==> config.mk <==
export PLATFORM = sky130hd
export DESIGN_NAME = score_bar_graph_pixel_driver
export DESIGN_NICKNAME = d
export VERILOG_FILES = /design/src/hdl/scbg_pkg.sv /design/src/hdl/scbg_ctrl.sv /design/src/hdl/scbg_dp.sv /design/src/hdl/score_bar_graph_pixel_driver.sv
export SDC_FILE = /design/constraint.sdc
export NUM_CORES = 1
export LEC_CHECK = 0
export BUFFER_PORTS_ARGS = -buffer_cell sky130_fd_sc_hd__buf_2
export CAP_MARGIN = 20
export CORE_AREA = 2 2 141 143
export CTS_CLUSTER_SIZE = 16
export DETAILED_ROUTE_END_ITERATION = 10
export DIE_AREA = 0 0 143 145
export PLACE_DENSITY_LB_ADDON = 0.08
export SETUP_SLACK_MARGIN = 0.3
export SYNTH_ARGS = -nofsm -noshare
export SYNTH_HDL_FRONTEND = slang
export SYNTH_SLANG_ARGS = --single-unit
==> constraint.sdc <==
create_clock -name clk -period 5 [get_ports clk]
set_clock_uncertainty 0.15 [all_clocks]
set_input_delay 0 -clock clk [delete_from_list [all_inputs] [get_ports clk]]
set_output_delay 0 -clock clk [all_outputs]
set_load 0.005 [all_outputs]
==> src/hdl/scbg_pkg.sv <==
package scbg_pkg;

    localparam int MAX_PIXELS_DEF = 64;

    localparam int SCORE_W     = 8;
    localparam int LED_COUNT_W = 7;
    localparam int INDEX_W     = 6;
    localparam int COLOR_W     = 8;
    localparam int CFG_INDEX_W = 2;
    localparam int CLAMP_W     = 7;
    localparam int NUM_W       = 12;
    localparam int RECIP_W     = 13;
    localparam int RPROD_W     = NUM_W + RECIP_W;

    localparam logic [CFG_INDEX_W-1:0] REG_LED_COUNT     = 2'd0;
    localparam logic [CFG_INDEX_W-1:0] REG_REVERSE_ORDER = 2'd1;

    localparam logic [LED_COUNT_W-1:0] LED_COUNT_RST = 7'd30;

    localparam logic [CLAMP_W-1:0] SCORE_FULL = 7'd100;
    localparam logic [CLAMP_W-1:0] SEG_YELLOW = 7'd50;
    localparam logic [CLAMP_W-1:0] SEG_ORANGE = 7'd80;
    localparam logic [COLOR_W-1:0] COLOR_MAX  = 8'd255;
    localparam logic [COLOR_W-1:0] ORANGE_G   = 8'd165;
    localparam logic [NUM_W-1:0]   RED_SLOPE  = 12'd51;
    // 6554 / 2^16 ~ 1/10, exact floor for numerators up to 2550
    localparam logic [RECIP_W-1:0] RECIP_TEN  = 13'd6554;
    localparam int                 RECIP_SH   = 16;
    localparam int                 THR_STEP   = 100;

    typedef enum logic [1:0] {
        ST_IDLE,
        ST_MUL,
        ST_DIV,
        ST_SWEEP
    } state_t;

    typedef struct packed {
        logic load;
        logic calc;
        logic div;
        logic step;
    } dp_cmd_t;

    typedef struct packed {
        logic last;
    } dp_status_t;

endpackage

==> src/hdl/scbg_ctrl.sv <==
module scbg_ctrl
    import scbg_pkg::*;
(
    input  logic       clk,
    input  logic       rst_n,
    input  logic       in_valid,
    output logic       in_ready,
    output logic       out_valid,
    input  logic       out_ready,
    input  dp_status_t status,
    output dp_cmd_t    cmd
);

    state_t state_reg;
    state_t state_next;

    always_ff @(posedge clk or negedge rst_n)
    begin
        if (!rst_n)
        begin
            state_reg <= ST_IDLE;
        end
        else
        begin
            state_reg <= state_next;
        end
    end

    always_comb
    begin
        state_next = state_reg;
        case (state_reg)
            ST_IDLE:
            begin
                if (in_valid)
                begin
                    state_next = ST_MUL;
                end
            end
            ST_MUL:
            begin
                state_next = ST_DIV;
            end
            ST_DIV:
            begin
                state_next = ST_SWEEP;
            end
            ST_SWEEP:
            begin
                if (out_ready && status.last)
                begin
                    state_next = ST_IDLE;
                end
            end
            default:
            begin
                state_next = ST_IDLE;
            end
        endcase
    end

    always_comb
    begin
        in_ready  = 1'b0;
        out_valid = 1'b0;
        cmd       = '0;
        case (state_reg)
            ST_IDLE:
            begin
                in_ready = 1'b1;
                cmd.load = in_valid;
            end
            ST_MUL:
            begin
                cmd.calc = 1'b1;
            end
            ST_DIV:
            begin
                cmd.div = 1'b1;
            end
            ST_SWEEP:
            begin
                out_valid = 1'b1;
                cmd.step  = out_ready && !status.last;
            end
            default:
            begin
                in_ready = 1'b0;
            end
        endcase
    end

endmodule

==> src/hdl/scbg_dp.sv <==
module scbg_dp
    import scbg_pkg::*;
#(
    parameter int MAX_PIXELS = MAX_PIXELS_DEF
)
(
    input  logic                   clk,
    input  logic                   rst_n,
    input  dp_cmd_t                cmd,
    output dp_status_t             status,
    input  logic                   cfg_write,
    input  logic [CFG_INDEX_W-1:0] cfg_index,
    input  logic [LED_COUNT_W-1:0] cfg_data,
    input  logic [SCORE_W-1:0]     level_score,
    output logic [INDEX_W-1:0]     pixel_index,
    output logic [COLOR_W-1:0]     red_level,
    output logic [COLOR_W-1:0]     green_level,
    output logic                   last_pixel
);

    localparam int CNT_W  = $clog2(MAX_PIXELS + 1);
    localparam int PROD_W = $clog2(THR_STEP * MAX_PIXELS + 1);

    logic [LED_COUNT_W-1:0] led_count_reg, led_count_next;
    logic                   reverse_reg, reverse_next;
    logic [CLAMP_W-1:0]     score_reg, score_next;
    logic [CNT_W-1:0]       count_reg, count_next;
    logic [PROD_W-1:0]      prod_reg, prod_next;
    logic [PROD_W-1:0]      thr_reg, thr_next;
    logic [CNT_W-1:0]       pix_reg, pix_next;
    logic [NUM_W-1:0]       num_reg, num_next;
    logic [COLOR_W-1:0]     red_reg, red_next;
    logic [COLOR_W-1:0]     green_reg, green_next;

    logic [CLAMP_W-1:0]     score_clamp;
    logic [CNT_W-1:0]       count_eff;
    logic [CNT_W-1:0]       count_last;
    logic [CNT_W-1:0]       idx;
    logic [RPROD_W-1:0]     red_prod;
    logic [CLAMP_W-1:0]     seg_diff;
    logic [9:0]             seg_scaled;
    logic                   lit;

    always_ff @(posedge clk or negedge rst_n)
    begin
        if (!rst_n)
        begin
            led_count_reg <= LED_COUNT_RST;
            reverse_reg   <= 1'b0;
        end
        else
        begin
            led_count_reg <= led_count_next;
            reverse_reg   <= reverse_next;
        end
    end

    always_ff @(posedge clk)
    begin
        score_reg <= score_next;
        count_reg <= count_next;
        prod_reg  <= prod_next;
        thr_reg   <= thr_next;
        pix_reg   <= pix_next;
        num_reg   <= num_next;
        red_reg   <= red_next;
        green_reg <= green_next;
    end

    always_comb
    begin
        led_count_next = led_count_reg;
        reverse_next   = reverse_reg;
        if (cfg_write)
        begin
            case (cfg_index)
                REG_LED_COUNT:     led_count_next = cfg_data;
                REG_REVERSE_ORDER: reverse_next   = cfg_data[0];
                default:           led_count_next = led_count_reg;
            endcase
        end
    end

    always_comb
    begin
        if (level_score > SCORE_W'(SCORE_FULL))
        begin
            score_clamp = SCORE_FULL;
        end
        else
        begin
            score_clamp = level_score[CLAMP_W-1:0];
        end

        if (led_count_reg == '0)
        begin
            count_eff = CNT_W'(1);
        end
        else if (led_count_reg > LED_COUNT_W'(MAX_PIXELS))
        begin
            count_eff = CNT_W'(MAX_PIXELS);
        end
        else
        begin
            count_eff = CNT_W'(led_count_reg);
        end
    end

    always_comb
    begin
        red_prod   = RPROD_W'(num_reg) * RPROD_W'(RECIP_TEN);
        seg_diff   = (score_reg > SEG_ORANGE) ? (score_reg - SEG_ORANGE)
                                              : (score_reg - SEG_YELLOW);
        seg_scaled = (score_reg > SEG_ORANGE) ? (10'(seg_diff) * 10'd33) >> 2
                                              : 10'(seg_diff) * 10'd3;
    end

    always_comb
    begin
        score_next = score_reg;
        count_next = count_reg;
        prod_next  = prod_reg;
        thr_next   = thr_reg;
        pix_next   = pix_reg;
        num_next   = num_reg;
        red_next   = red_reg;
        green_next = green_reg;

        if (cmd.load)
        begin
            score_next = score_clamp;
            count_next = count_eff;
        end

        if (cmd.calc)
        begin
            prod_next = PROD_W'(score_reg) * PROD_W'(count_reg);
            num_next  = NUM_W'(score_reg) * RED_SLOPE;
            thr_next  = PROD_W'(THR_STEP);
            pix_next  = '0;
            if (score_reg <= SEG_YELLOW)
            begin
                green_next = COLOR_MAX;
            end
            else if (score_reg <= SEG_ORANGE)
            begin
                green_next = COLOR_MAX - seg_scaled[COLOR_W-1:0];
            end
            else
            begin
                green_next = ORANGE_G - seg_scaled[COLOR_W-1:0];
            end
        end

        if (cmd.div)
        begin
            if (score_reg <= SEG_YELLOW)
            begin
                red_next = red_prod[RECIP_SH +: COLOR_W];
            end
            else
            begin
                red_next = COLOR_MAX;
            end
        end

        if (cmd.step)
        begin
            pix_next = pix_reg + CNT_W'(1);
            thr_next = thr_reg + PROD_W'(THR_STEP);
        end
    end

    // the pixel sent at sweep position i is lit when 100*(i+1) <= score*count
    always_comb
    begin
        count_last  = count_reg - CNT_W'(1);
        idx         = reverse_reg ? (count_last - pix_reg) : pix_reg;
        lit         = (thr_reg <= prod_reg);
        status.last = (pix_reg == count_last);
    end

    assign pixel_index = INDEX_W'(idx);
    assign red_level   = lit ? red_reg : '0;
    assign green_level = lit ? green_reg : '0;
    assign last_pixel  = status.last;

endmodule

==> src/hdl/score_bar_graph_pixel_driver.sv <==
// The first pixel transaction is offered after the accepted score passes through the
// MUL and DIV states; the sweep sends one pixel per cycle while out_ready is high,
// and the next score is taken only after the last pixel.
// Reset (rst_n, async, active low): idle, led_count = 30, reverse_order = 0.
module score_bar_graph_pixel_driver
    import scbg_pkg::*;
#(
    parameter int MAX_PIXELS = MAX_PIXELS_DEF
)
(
    input  logic                   clk,
    input  logic                   rst_n,
    input  logic                   in_valid,
    output logic                   in_ready,
    input  logic [SCORE_W-1:0]     level_score,
    output logic                   out_valid,
    input  logic                   out_ready,
    output logic [INDEX_W-1:0]     pixel_index,
    output logic [COLOR_W-1:0]     red_level,
    output logic [COLOR_W-1:0]     green_level,
    output logic                   last_pixel,
    input  logic                   cfg_valid,
    output logic                   cfg_ready,
    input  logic [CFG_INDEX_W-1:0] cfg_index,
    input  logic [LED_COUNT_W-1:0] cfg_data
);

    dp_cmd_t    cmd;
    dp_status_t status;

    assign cfg_ready = 1'b1;

    scbg_ctrl u_ctrl (
        .clk       (clk),
        .rst_n     (rst_n),
        .in_valid  (in_valid),
        .in_ready  (in_ready),
        .out_valid (out_valid),
        .out_ready (out_ready),
        .status    (status),
        .cmd       (cmd)
    );

    scbg_dp #(
        .MAX_PIXELS (MAX_PIXELS)
    ) u_dp (
        .clk         (clk),
        .rst_n       (rst_n),
        .cmd         (cmd),
        .status      (status),
        .cfg_write   (cfg_valid && cfg_ready),
        .cfg_index   (cfg_index),
        .cfg_data    (cfg_data),
        .level_score (level_score),
        .pixel_index (pixel_index),
        .red_level   (red_level),
        .green_level (green_level),
        .last_pixel  (last_pixel)
    );

endmodule
==> out/metrics.cfg <==
[timing]
timing.final.crit_share = 0.955
min_period_ns = 4.78
maxSlewHeadroom = 0.333
worstMarginPinSlew_ns = 0.998
fmax_ghz = 0.209
holdWs_ns = 0.0504
rsz0062_at_grt = true
setup_viol = 0
hold_viol_final = 0
tns_ns = 0
slew_viol_final = 0

[synthesis]
synth_cells = 944
yosys.area.top_type_share = 0.241
synth.area.top_cells = ha_1 24%, edfxtp_1 23%, fa_1 15%
synthesis.nets = 1218
ys_warn_count = 0
synth-edff-count = 73
ys_async_sr_fraction = 0.120
ys_seq_area_frac = 0.258
synth_ff_type = edfxtp_1
ys_ff_latch = 83
syn_area_um2 = 9490
syn_area_per_cell_um2 = 10.1
ys_types = 66
post-synth-top-area-cell = ha_1

[floorplanning]
die_y_um = 145
fp.coreArea_um2 = 19200
initial_core_util = 0.494
die_area_um2 = 20700
pin_count = 48
rows = 51
die_x_um = 143

[global_route]
grt_start_max_net_pins = 35
track_usage = 0.192
antenna_found_initial = 0
gr-total-overflow = 0
grt_pass1_vias = 6710
grt_pass1_wl_mm = 31.9

[place]
dp.cells = 1259
io_buffers = 46
place_congestion = 0.828
dpl.hpwl_mm = 15.4

[worst_setup_path]
r2r-start = u_dp.num_reg[2]$_DFFE_PP_
r2r_cells = 15
startpoint_type = flip-flop
crit_end = u_dp.red_reg[2]$_SDFFCE_PN1P_
worstPathArrival_ns = 4.69
crit_path_end_kind = flip-flop
crit_start = u_dp.num_reg[2]$_DFFE_PP_
crit_type = flip-flop to flip-flop
r2r_slack_ns = 0.22
timing.rr.end = u_dp.red_reg[2]$_SDFFCE_PN1P_
path_max_fanout = 5
required_ns = 4.91

[finish]
final_layout_size_suffix_gt1_frac = 0.157
n_fill_cell = 1636
multi_input_area_um2 = 6610
area_delta_synth_final_pct = 18.7
largest_reg_flops = 13
regArea_um2 = 2450
final_common_cell = ha_1
instances_no_fill = 1332
nNetsFinal = 1336
layout_common_cells = 169 x ha_1, 159 x inv_1, 73 x edfxtp_1
antenna_cells = 0

[drt]
routed_via_density = 4.93
drc_errors = 0
drtAntennaViolNets = 0
firstDrtPassIters = 4
drt_iter0_markers = 248
wirelength_mm = 18.9
vias = 6568
wl_per_cell_um = 14.2

[cts]
clockBufferDepth = 2
clkTransAtPathRegs_ns = 0.07
clock_latency_ns = 0.35
cts_tree = yes
cts.sinks = 83
cts_buffers = 9
cts_root_buf = clkbuf_16
htreeDepth = 3

[worst_hold_path]
worstHoldPathType = input port to async pin

[run]
max_cap_viol_count = 0

[status]
status = completed

==> area by class of cell <==
class | count | area share
Multi-Input combinational cell | 678 | 0.587
Clock inverter | 7 | 0.0102
Timing Repair Buffer | 126 | 0.0819
Sequential cell | 83 | 0.217
Tap cell | 265 | 0.0294
Clock buffer | 9 | 0.0200
Inverter | 164 | 0.0546
==> per-stage QoR <==
step                 util  cell area (um2)  setup slack [ns]
floorplan               -             9500             0.303
global placement    0.528            10100             0.112
detailed placement  0.528            10100            0.0737
CTS                 0.574            11000             0.284
global route        0.587            11300            0.0535
finish              0.587            11300             0.223
==> synthesized netlist by cell type, types with 2 or more instances <==
master     number
ha_1          183
inv_1         164
edfxtp_1       73
fa_1           69
nand2_1        58
nor2_1         50
and2_1         48
xnor2_1        45
a21oi_1        36
o21ai_0        30
xor2_1         19
clkbuf_1       12
nor2b_1        12
nand3_1        11
a21o_1         10
mux2_2          9
and3_1          8
nand2b_1        8
nor3_1          7
dfrtp_1         6
o211ai_1        6
o21a_1          5
or2_2           5
dfstp_2         4
nor3b_1         4
a211oi_1        3
a21boi_0        3
buf_2           3
buf_4           3
nand4_1         3
nor4_1          3
o21bai_1        3
or3_1           3
a2bb2oi_1       2
a31o_2          2
a31oi_1         2
and3b_1         2
mux2i_1         2
==> cell families after synthesis <==
family / share of synthesized area
adder cells (fa/ha/maj): 0.387
AND/OR/NAND/NOR: 0.126
buffers and inverters: 0.0748
AO/OA/AOI/OAI: 0.0798
flip-flops: 0.258
XOR/XNOR: 0.0616
multiplexers: 0.0128
other: 0.000395
==> critical path: stages, from the launching register on <==
cell,delay [ns]
edfxtp_1,0.50
ha_4,0.32
inv_2,0.04
fa_1,0.49
inv_1,0.05
fa_1,0.45
fa_1,0.48
inv_1,0.05
fa_1,0.49
inv_2,0.04
ha_4,0.21
nor2b_1,0.12
o31a_1,0.33
or3_4,0.48
nor4_4,0.22
a311oi_1,0.06
==> worst min-delay path by stage <==
stage | startpoint | endpoint | slack [ns] | cells past startpoint
floorplan | rst_n | u_ctrl.state_reg[0]$_DFFE_PN0P_ | -0.45 | 0
global placement | rst_n | u_dp.led_count_reg[6]$_DFFE_PN0P_ | -0.28 | 1
detailed placement | rst_n | u_dp.led_count_reg[6]$_DFFE_PN0P_ | -0.28 | 1
CTS | rst_n | u_dp.led_count_reg[4]$_DFFE_PN1P_ | 0.01 | 2
global route | rst_n | u_dp.led_count_reg[2]$_DFFE_PN1P_ | 0.05 | 2
finish | rst_n | u_dp.led_count_reg[2]$_DFFE_PN1P_ | 0.05 | 2
==> layer usage <==
layer,vias to the layer above,part of all wire,track usage
li1,3370,-,-
met1,3106,0.48,0.256
met2,82,0.49,0.332
met3,10,0.024,0.0281
met4,0,0.0087,0.0376
met5,-,0,0
==> what timing repair did <==
action,in CTS,in global routing
endpoints found under the hold margin,30,0
buffers inserted,12,10
hold buffers,35,0
resized for setup,12,26
setup endpoints to repair,6,8
pin swaps,9,18
Power is not shown: default switching activity piles up to over one toggle a cycle in this logic, so the estimate is an artifact.
